$ cat src/hdl/assert_macros.svh
// Assertion macros shared by the command line admission filter modules.
// Depends on nothing; modules that assert include this header by name.
// In simulation each macro is a concurrent assertion reporting via $error.
`ifndef ASSERT_MACROS_SVH
`define ASSERT_MACROS_SVH

`ifndef SYNTHESIS

// Assertion on an explicit clock and active-low reset.
`define CLCAF_ASSERT_CLK(label, clk, rstn, prop, msg) \
  label: assert property (@(posedge clk) disable iff (!rstn) prop) else $error(msg);

// Assertion on the block clock clk_i and reset rst_ni.
`define CLCAF_ASSERT(label, prop, msg) \
  `CLCAF_ASSERT_CLK(label, clk_i, rst_ni, prop, msg)

`else

`define CLCAF_ASSERT_CLK(label, clk, rstn, prop, msg)
`define CLCAF_ASSERT(label, prop, msg)

`endif

`endif

$ cat src/hdl/clcaf_pkg.sv
// Types and constants of the command line admission filter.
// Depends on nothing; every module of the block imports it.
package clcaf_pkg;

  // Width of the byte counter and of the trim position.
  localparam int unsigned COUNT_WIDTH = 12;
  // Width of the configuration registers and of the reported length.
  localparam int unsigned REG_WIDTH   = 12;
  // Width used to compare counts against register values.
  localparam int unsigned CMP_WIDTH   = (COUNT_WIDTH > REG_WIDTH) ? COUNT_WIDTH : REG_WIDTH;

  localparam logic [COUNT_WIDTH-1:0] COUNT_MAX = {COUNT_WIDTH{1'b1}};

  // Byte values that matter to the checks.
  localparam logic [7:0] BYTE_NUL      = 8'h00;
  localparam logic [7:0] BYTE_SPACE    = 8'h20;
  localparam logic [7:0] BYTE_DEL      = 8'h7f;

  // Configuration register indexes.
  localparam int unsigned CFG_IDX_WIDTH = 1;
  localparam logic [CFG_IDX_WIDTH-1:0] CFG_BUFFER_CAPACITY = 1'b0;
  localparam logic [CFG_IDX_WIDTH-1:0] CFG_MAX_LINE_BYTES  = 1'b1;

  localparam logic [REG_WIDTH-1:0] BUFFER_CAPACITY_RST = REG_WIDTH'(256);
  localparam logic [REG_WIDTH-1:0] MAX_LINE_BYTES_RST  = REG_WIDTH'(255);

  // Result status codes.
  typedef enum logic [2:0] {
    ST_OK       = 3'd0,
    ST_EMPTY    = 3'd1,
    ST_TOO_LONG = 3'd2,
    ST_NUL      = 3'd3,
    ST_CONTROL  = 3'd4,
    ST_INVALID  = 3'd5
  } status_e;

  // First fault seen in the current line.
  typedef enum logic [1:0] {
    FAULT_NONE    = 2'd0,
    FAULT_NUL     = 2'd1,
    FAULT_CONTROL = 2'd2
  } fault_e;

  // One input transaction.
  typedef struct packed {
    logic [7:0] line_byte;
    logic       has_byte;
    logic       last;
  } item_t;

  // One result transaction.
  typedef struct packed {
    status_e              status;
    logic [REG_WIDTH-1:0] text_length;
  } result_t;

  // Configuration values seen by the line checker.
  typedef struct packed {
    logic [REG_WIDTH-1:0] buffer_capacity;
    logic [REG_WIDTH-1:0] max_line_bytes;
  } cfg_t;

endpackage

$ cat src/hdl/clcaf_in_stage.sv
// Input register of the admission filter: holds one accepted transaction.
// Depends on clcaf_pkg for the item type.
module clcaf_in_stage
  import clcaf_pkg::*;
(
  input  logic  clk_i,
  input  logic  rst_ni,
  input  logic  valid_i,
  output logic  ready_o,
  input  item_t item_i,
  output logic  valid_o,
  output item_t item_o,
  input  logic  advance_i
);

  logic  valid_q, valid_d;
  item_t item_q, item_d;

  // The register takes a new transaction when empty or when it drains now.
  assign ready_o = !valid_q || advance_i;

  always_comb begin
    valid_d = valid_q;
    item_d  = item_q;
    if (ready_o) begin
      valid_d = valid_i;
      if (valid_i) begin
        item_d = item_i;
      end
    end
  end

  always_ff @(posedge clk_i or negedge rst_ni) begin
    if (!rst_ni) begin
      valid_q <= 1'b0;
    end else begin
      valid_q <= valid_d;
    end
  end

  always_ff @(posedge clk_i) begin
    item_q <= item_d;
  end

  assign valid_o = valid_q;
  assign item_o  = item_q;

endmodule

$ cat src/hdl/clcaf_line_track.sv
// Per-line state of the admission filter and the status decision at line end.
// Depends on clcaf_pkg and on assert_macros.svh.
`include "assert_macros.svh"

module clcaf_line_track
  import clcaf_pkg::*;
(
  input  logic    clk_i,
  input  logic    rst_ni,
  input  item_t   item_i,
  input  logic    advance_i,
  input  cfg_t    cfg_i,
  output result_t result_o
);

  logic [COUNT_WIDTH-1:0] byte_count_q, byte_count_d;
  logic [COUNT_WIDTH-1:0] content_end_q, content_end_d;
  fault_e                 byte_fault_q, byte_fault_d;

  logic [COUNT_WIDTH-1:0] count_upd;
  logic [COUNT_WIDTH-1:0] end_upd;
  fault_e                 fault_upd;
  logic                   too_long;

  // Fold the current byte into the line state.
  always_comb begin
    count_upd = byte_count_q;
    fault_upd = byte_fault_q;
    end_upd   = content_end_q;
    if (item_i.has_byte) begin
      if (byte_count_q != COUNT_MAX) begin
        count_upd = byte_count_q + COUNT_WIDTH'(1);
      end
      if (byte_fault_q == FAULT_NONE) begin
        if (item_i.line_byte == BYTE_NUL) begin
          fault_upd = FAULT_NUL;
        end else if ((item_i.line_byte < BYTE_SPACE) || (item_i.line_byte == BYTE_DEL)) begin
          fault_upd = FAULT_CONTROL;
        end
      end
      if (item_i.line_byte != BYTE_SPACE) begin
        end_upd = count_upd;
      end
    end
  end

  // Status by precedence, from the state including the last byte.
  assign too_long = (CMP_WIDTH'(count_upd) >= CMP_WIDTH'(cfg_i.buffer_capacity)) ||
                    (CMP_WIDTH'(count_upd) >  CMP_WIDTH'(cfg_i.max_line_bytes)) ||
                    (count_upd == COUNT_MAX);

  always_comb begin
    result_o.text_length = '0;
    if (cfg_i.buffer_capacity == '0) begin
      result_o.status = ST_INVALID;
    end else if (too_long) begin
      result_o.status = ST_TOO_LONG;
    end else if (fault_upd == FAULT_NUL) begin
      result_o.status = ST_NUL;
    end else if (fault_upd == FAULT_CONTROL) begin
      result_o.status = ST_CONTROL;
    end else if (end_upd == '0) begin
      result_o.status = ST_EMPTY;
    end else begin
      result_o.status      = ST_OK;
      result_o.text_length = REG_WIDTH'(end_upd);
    end
  end

  // The line state clears after its last transaction.
  always_comb begin
    byte_count_d  = byte_count_q;
    content_end_d = content_end_q;
    byte_fault_d  = byte_fault_q;
    if (advance_i) begin
      if (item_i.last) begin
        byte_count_d  = '0;
        content_end_d = '0;
        byte_fault_d  = FAULT_NONE;
      end else begin
        byte_count_d  = count_upd;
        content_end_d = end_upd;
        byte_fault_d  = fault_upd;
      end
    end
  end

  always_ff @(posedge clk_i or negedge rst_ni) begin
    if (!rst_ni) begin
      byte_count_q  <= '0;
      content_end_q <= '0;
      byte_fault_q  <= FAULT_NONE;
    end else begin
      byte_count_q  <= byte_count_d;
      content_end_q <= content_end_d;
      byte_fault_q  <= byte_fault_d;
    end
  end

  `CLCAF_ASSERT(a_end_within_count, content_end_q <= byte_count_q,
                "trim position beyond byte count")
  `CLCAF_ASSERT(a_no_fault_without_bytes,
                (byte_count_q == '0) |-> (byte_fault_q == FAULT_NONE),
                "fault recorded with no bytes")
  `CLCAF_ASSERT(a_clear_after_last, (advance_i && item_i.last) |=>
                (byte_count_q == '0 && content_end_q == '0),
                "line state not cleared after last transaction")

endmodule

$ cat src/hdl/clcaf_out_stage.sv
// Result register of the admission filter toward the output stream.
// Depends on clcaf_pkg and on assert_macros.svh.
`include "assert_macros.svh"

module clcaf_out_stage
  import clcaf_pkg::*;
(
  input  logic    clk_i,
  input  logic    rst_ni,
  input  logic    load_i,
  input  result_t result_i,
  output logic    free_o,
  output logic    valid_o,
  input  logic    ready_i,
  output result_t result_o
);

  logic    valid_q, valid_d;
  result_t result_q, result_d;

  // The register can load when empty or when its result leaves now.
  assign free_o = !valid_q || ready_i;

  always_comb begin
    valid_d  = valid_q;
    result_d = result_q;
    if (load_i) begin
      valid_d  = 1'b1;
      result_d = result_i;
    end else if (ready_i) begin
      valid_d = 1'b0;
    end
  end

  always_ff @(posedge clk_i or negedge rst_ni) begin
    if (!rst_ni) begin
      valid_q <= 1'b0;
    end else begin
      valid_q <= valid_d;
    end
  end

  always_ff @(posedge clk_i) begin
    result_q <= result_d;
  end

  assign valid_o  = valid_q;
  assign result_o = result_q;

  `CLCAF_ASSERT(a_load_only_when_free, load_i |-> free_o,
                "result loaded over a pending result")
  `CLCAF_ASSERT(a_length_only_when_ok,
                valid_q |-> ((result_q.status == ST_OK) == (result_q.text_length != '0)),
                "length and status disagree")

endmodule

$ cat src/hdl/command_line_admission_filter.sv
// Top level of the command line admission filter.
// Depends on clcaf_pkg, clcaf_in_stage, clcaf_line_track and clcaf_out_stage.
//
//   Channel   Direction  Contents
//   s_axis    in         tdata: line_byte; tuser: has_byte; tlast: last
//   m_axis    out        tdata: status, text_length; one transaction per line
//   cfg       in         write enable, register index, 12-bit data
//
// Each transaction passes through the line checker; the input
// register accepts a new transaction every cycle while results drain.
// A line's result is loaded into the result register as its last transaction leaves the input register.
// A last transaction waits in the input register while the result register
// holds an untaken result; other transactions never wait on the output.
// Reset clears the line state and loads the register reset values.
module command_line_admission_filter
  import clcaf_pkg::*;
(
  input  logic                     clk_i,
  input  logic                     rst_ni,
  input  logic                     s_axis_tvalid,
  output logic                     s_axis_tready,
  input  logic [7:0]               s_axis_tdata,  // [7:0] line_byte
  input  logic                     s_axis_tuser,  // [0] has_byte
  input  logic                     s_axis_tlast,
  output logic                     m_axis_tvalid,
  input  logic                     m_axis_tready,
  output logic [15:0]              m_axis_tdata,  // [2:0] status, [14:3] text_length, [15] zero
  input  logic                     cfg_we_i,
  input  logic [CFG_IDX_WIDTH-1:0] cfg_index_i,
  input  logic [REG_WIDTH-1:0]     cfg_data_i
);

  cfg_t    cfg_q;
  item_t   in_item;
  item_t   cur_item;
  logic    cur_valid;
  logic    advance;
  logic    out_free;
  result_t line_result;
  result_t out_result;

  // Configuration registers.
  always_ff @(posedge clk_i or negedge rst_ni) begin
    if (!rst_ni) begin
      cfg_q.buffer_capacity <= BUFFER_CAPACITY_RST;
      cfg_q.max_line_bytes  <= MAX_LINE_BYTES_RST;
    end else if (cfg_we_i) begin
      unique case (cfg_index_i)
        CFG_BUFFER_CAPACITY: cfg_q.buffer_capacity <= cfg_data_i;
        CFG_MAX_LINE_BYTES:  cfg_q.max_line_bytes  <= cfg_data_i;
        default: ;
      endcase
    end
  end

  assign in_item.line_byte = s_axis_tdata;
  assign in_item.has_byte  = s_axis_tuser;
  assign in_item.last      = s_axis_tlast;

  clcaf_in_stage u_in_stage (
    .clk_i     (clk_i),
    .rst_ni    (rst_ni),
    .valid_i   (s_axis_tvalid),
    .ready_o   (s_axis_tready),
    .item_i    (in_item),
    .valid_o   (cur_valid),
    .item_o    (cur_item),
    .advance_i (advance)
  );

  // A held transaction moves on unless it ends a line and the result slot is busy.
  assign advance = cur_valid && (!cur_item.last || out_free);

  clcaf_line_track u_line_track (
    .clk_i     (clk_i),
    .rst_ni    (rst_ni),
    .item_i    (cur_item),
    .advance_i (advance),
    .cfg_i     (cfg_q),
    .result_o  (line_result)
  );

  clcaf_out_stage u_out_stage (
    .clk_i    (clk_i),
    .rst_ni   (rst_ni),
    .load_i   (advance && cur_item.last),
    .result_i (line_result),
    .free_o   (out_free),
    .valid_o  (m_axis_tvalid),
    .ready_i  (m_axis_tready),
    .result_o (out_result)
  );

  assign m_axis_tdata = {1'b0, out_result.text_length, out_result.status};

endmodule

$ cat config.mk
export PLATFORM = sky130hd
export DESIGN_NAME = command_line_admission_filter
export DESIGN_NICKNAME = d
export VERILOG_FILES = /design/src/hdl/clcaf_pkg.sv /design/src/hdl/clcaf_in_stage.sv /design/src/hdl/clcaf_line_track.sv /design/src/hdl/clcaf_out_stage.sv /design/src/hdl/command_line_admission_filter.sv
export VERILOG_INCLUDE_DIRS = /design/src /design/src/hdl
export SDC_FILE = /design/constraint.sdc
export NUM_CORES = 1
export LEC_CHECK = 0
export BUFFER_PORTS_ARGS = -buffer_cell sky130_fd_sc_hd__buf_4
export CORE_MARGIN = 2
export CORE_UTILIZATION = 64
export DETAILED_ROUTE_END_ITERATION = 16
export PLACE_DENSITY = 0.87
export SLEW_MARGIN = 0
export SYNTH_ARGS = -nofsm -noshare
export SYNTH_HDL_FRONTEND = slang
export SYNTH_SLANG_ARGS = --single-unit
$ cat constraint.sdc
create_clock -name clk_i -period 8.2 [get_ports clk_i]
set_input_delay 1.23 -clock clk_i [delete_from_list [all_inputs] [get_ports clk_i]]
set_output_delay 1.23 -clock clk_i [all_outputs]
set_load 0.005 [all_outputs]
[Word-level counts from Yosys, hierarchy flattened]
Cells that the tools add are included.
Storage, ports and cells
  bits in registers: 77
  input bits: 28
  output and inout port bits: 18
  word-level logic and storage cells: 60
Operators by class
  add/subtract/negate cells: 1
  order comparisons: 3
  equal/unequal tests: 6
  mux-type cells: 17
  bitwise logic cells: 1
  reductions and logical operators: 20
Operators with widths (number)
  $mux 12: 6
  $logic_not 12->1: 2
  $add 12x1->12 const B: 1
  $eq 12x12->1 const B: 1
  $ge 12x12->1: 1
  $gt 12x12->1: 1
  $ne 12x12->1 const B: 1
  $mux 2: 5
  $mux 3: 3
  $eq 8x7->1 const B: 1
  $logic_not 8->1: 1
  $lt 8x6->1 const B: 1
  $ne 8x6->1 const B: 1
  $logic_or 1x1->1: 6
  $reduce_and 2->1: 3
  $reduce_or 5->1: 1
  $logic_not 1->1: 3
  $mux 1: 3
  $eq 2x1->1 const B: 1
  $eq 2x2->1 const B: 1
  $logic_and 1x1->1: 2
  $logic_not 2->1: 1
  $reduce_bool 2->1: 1
  $not 1->1: 1

[Logic depth before layout (Yosys ltp)]
  depth in word-level cells: 10
  gate-level depth with buffers: 15
  gate-level depth less buffers: 13

[Modules after synthesis]
From an unflattened synthesis, not the netlist that was laid out.
Unflattened totals
  cell total of the unflattened synthesis: 417
  area, all modules: 4606.9 µm²
By module, submodules not included
  clcaf_line_track: instances 1, cells each 328, area an instance 2763.9 µm², seq. area each 650.6 µm²
  command_line_admission_filter: instances 1, cells each 57, area an instance 991.0 µm², seq. area each 611.8 µm²
  clcaf_out_stage: instances 1, cells each 18, area an instance 498.0 µm², seq. area each 475.5 µm²
  clcaf_in_stage: instances 1, cells each 14, area an instance 354.1 µm², seq. area each 325.3 µm²

[Least setup slack after synthesis]
No wires, ideal clock.
  path type: register to register
  from: register u_line_track.byte_count_q[1]
  to: register u_out_stage.result_q, in the netlist u_out_stage.result_o[0] (data pin)
  arrival: 3.059 ns
  setup slack: 4.988 ns
  stages on the path, launching flop included: 15
  clock period less this slack: 3.212 ns
  path through: dfrtp_1 > ha_1 > clkbuf_1 > nand4_1 > or4_4 > and2_2 > ha_1 > nand4_1 > nor2_1 > nand4_1 > nor2_1 > a31oi_1 > nand4b_2 > buf_6 > nor3_2
Between the ends
  word-level cells in the longest chain between the ends: 7
RTL lines
  start, declared: RTL line clcaf_line_track.sv:16  | logic [COUNT_WIDTH-1:0] byte_count_q, byte_count_d;
  start signal, assigned: RTL line clcaf_line_track.sv:94  | byte_count_q <= byte_count_d;
  $add 12x1->12 or $ne 12x12->1 (tied branches): RTL line clcaf_line_track.sv:32, clcaf_line_track.sv:31
  $mux 12: RTL line clcaf_line_track.sv:31  | if (byte_count_q != COUNT_MAX) begin
  $mux 12: RTL line clcaf_line_track.sv:30  | if (item_i.has_byte) begin
  $ge 12x12->1 or $gt 12x12->1 (tied branches): RTL line clcaf_line_track.sv:48, clcaf_line_track.sv:49
  $logic_or 1x1->1: RTL line clcaf_line_track.sv:48  | assign too_long = (CMP_WIDTH'(count_upd) >= CMP_WIDTH'(cfg_i.buffer_capacity)) ||
  $logic_or 1x1->1: RTL line clcaf_line_track.sv:49  | (CMP_WIDTH'(count_upd) > CMP_WIDTH'(cfg_i.max_line_bytes)) ||
  $reduce_or 5->1 (no line)
  end signal, assigned: RTL line clcaf_out_stage.sv:44  | result_q <= result_d;
  end, declared: RTL line clcaf_out_stage.sv:19  | result_t result_q, result_d;
Parallel ways exist; a longest one is shown, timed or not.
A chain may end at the register's enable or synchronous reset.

[Worst setup path in the final report]
  from: register u_line_track.byte_count_q[0]
  to: register u_out_stage.result_q, in the netlist u_out_stage.result_o[13] (data pin)
Between the ends
  word-level cells in the longest chain between the ends: 7
RTL lines
  $add 12x1->12 or $ne 12x12->1 (tied branches): RTL line clcaf_line_track.sv:32, clcaf_line_track.sv:31
  $mux 12: RTL line clcaf_line_track.sv:31
  $mux 12 *: RTL line clcaf_line_track.sv:30
  $ge 12x12->1 or $gt 12x12->1 (tied branches): RTL line clcaf_line_track.sv:48, clcaf_line_track.sv:49
  $logic_or 1x1->1: RTL line clcaf_line_track.sv:48
  $logic_or 1x1->1 *: RTL line clcaf_line_track.sv:49
  $mux 3 *: RTL line clcaf_line_track.sv:56  | end else if (too_long) begin
Every way passes the cells marked *; elsewhere a longest branch is shown, timed or not.

==> out/results.ini <==
[timing]
fin_skew_ns=0.0129
fmax_mhz=224
slew_viol_final=0
rsz0062_at_grt=no
final-hold-violation-count=0
relSlewSlack_pct=31.4
setup-violations-final=0
finalSetupTns_ns=0
worstMarginPinSlew_ns=1.03
setup_ws_ns=3.74
fin_crit_sh_pct=54.4
finalCriticalPeriod_ns=4.46

[cells_and_area]
drive_gt1_share_pct=23.0
regArea_sq_um=2060
area_growth_syn_to_layout_pct=11.8
antenna_cells=0
layout.nets=524
postLayoutCellArea_sq_um=4980
fillCellCount=477
multiInputGateArea_sq_um=2140

[global_route]
grt_pass1_vias=3640
grt_use_total_pct=30.2
overflow=0
grt_pass1_wl_um=17700
antenna_found_initial=0
grt_max_degree=53

[setup_path]
cp.required_ns=8.32
worstPathArrival_ns=4.58
r2r_cells=12
cp-start-kind=flip-flop
endpoint_kind=flip-flop
cp_max_fo=15
critPathKind=reg2reg

[routing]
ant_nets=0
drc=0
vias_per_cell=6.66
drt_wl_total_um=10800
drt_iter0_drc=435
dr.pass1.iters=6
wl_per_cell_um=19.3
vias=3715

[synthesis]
synth_ff_type=dfrtp_1
yosysWarnings=0
syn_inst=441
yosysUniqueCellTypes=65
ys_ff_latch=77
yosysTopAreaCellShare_pct=24.2
synth_top_area_cell=dfrtp_1
ys_async_sr_fraction_pct=67.5
seq_area_frac_synth_pct=46.3
ys_top_cells_by_count=dfrtp_1 (43), nand2_1 (43), o21ai_0 (34)
synth_edf_count=25
netlist_top_cells_area=dfrtp_1 (24%), edfxtp_1 (17%), ha_1 (6.5%)
syn_avg_cell_area_sq_um=10.1
syn_nets=492
netlist_area_sq_um=4460

[clocking]
insertion_delay_ns=0.36
cts.repair.resized=0
cts-root-buf=clkbuf_8
cts_buffers=9
cts_tree=yes
clkTransAtPathRegs_ns=0.09
htreeDepth=3
clk_path_buf_depth=2
hold_buffers=0
cts_setup_buffers=0
cts.sinks=77

[pwr]
ir_worst_vdd_v=0.000139
power.density_nw_per_um2=183
total_leakage_power_uw=0.00218

[floorplan]
die_w_um=87.4
fp.coreArea_sq_um=6760
fp.dieArea_sq_um=7640
die_y_um=87.4
rows=30
start_util_pct=65.9
io_pins=46

[place]
port_buffers=44
placed_cell_area_sq_um=4770
routabilityCongestion=0.928
place_ws_ns=3.94
dp_hpwl_um=7450

[run]
drv_cap=0

[worst_hold_path]
hold_path.class=reg2reg
holdPathStages=2

[run_status]
status=finished, final reports clean

-- layer usage --
metal	vias up	global-route usage, %	share of wire [%]
met5	-	0	0
li1	1677	-	-
met2	185	48.9	48
met1	1806	38.7	41
met4	0	15.5	4.1
met3	47	5.40	6.0
-- power by group --
part	switching (uW)	internal (uW)	leakage (uW)
Clock	145	172	0.000107
Sequential	22.1	432	0.000902
Combinational	79.4	60.4	0.00117
-- critical path, cell delays in order, from the launching register on --
cell and delay (ns):
dfrtp_1 0.58, ha_1 0.45, nand3_1 0.33, o31ai_4 0.43, mux2_2 0.42, ha_1 0.29, nor2b_1 0.13, o21a_1 0.16
o21a_1 0.17, o21ai_0 0.19, a31oi_1 0.11, nand4b_2 0.59, o21a_1 0.35
-- per-stage QoR --
stage	std cells	util (%)	power, uW	hold slack (ns)
final	558	73.7	911	0.497
after global routing	558	73.7	946	0.519
after CTS	558	73.7	910	0.498
after detailed placement	542	70.5	593	0.482
after global placement	542	70.5	586	0.464
after floorplan	441	-	544	0.450
-- cells in the final DEF, fill, tap and decap left out, drive strengths merged, types with 6 or more instances in the layout --
cell type and count:
mux2i 6, edfxtp 25, nor4 10, ha 23, dfrtp 43, nand4 12
nand3 16, nor2 22, a31oi 14, buf 45, clkbuf 10, mux2 15
inv 34, a22o 8, nor3 15, a21oi 21, dfstp 9, nand2 43
o21ai 34
-- layout make-up --
class | count | area share, %
tap | 80 | 2.01
timing repair buffer | 45 | 6.78
multi-input combinational | 307 | 43.0
sequential | 77 | 41.4
clock buffer | 10 | 2.56
clock inverter | 6 | 1.73
inverter | 33 | 2.49
-- logic make-up after synthesis --
group / synth area share (%)
other cells: 0.0842
xor+xnor: 1.18
flops: 46.3
simple gates: 19.0
buf+inv: 5.64
compound gates: 15.8
mux: 5.50
fa+ha+maj: 6.46
-- final timing paths --
path	start	to	slack (ns)
setup reg to reg	u_line_track.byte_count_q[0]$_DFFE_PN0P_	u_out_stage.result_o[13]$_SDFFCE_PP0P_	3.74
max in group asynchronous	rst_ni	u_in_stage.valid_o$_DFFE_PN0N_	6.82
min in group asynchronous	rst_ni	u_line_track.byte_count_q[7]$_DFFE_PN0P_	0.90
hold reg to reg	u_line_track.content_end_q[6]$_DFFE_PN0P_	u_line_track.content_end_q[6]$_DFFE_PN0P_	0.50
hold / removal	u_line_track.content_end_q[6]$_DFFE_PN0P_	u_line_track.content_end_q[6]$_DFFE_PN0P_	0.50
setup / recovery	u_line_track.byte_count_q[0]$_DFFE_PN0P_	u_out_stage.result_o[13]$_SDFFCE_PP0P_	3.74
-- state kept, by name (all words and copies together), names as in the netlist --
signal	count
cfg_q	24
u_in_stage.item_o	10
u_in_stage.valid_o	1
u_line_track.byte_count_q	12
u_line_track.byte_fault_q	2
u_line_track.content_end_q	12
u_out_stage.result_o	15
u_out_stage.valid_o	1
No activity file was read; power rests on OpenSTA's default activity.
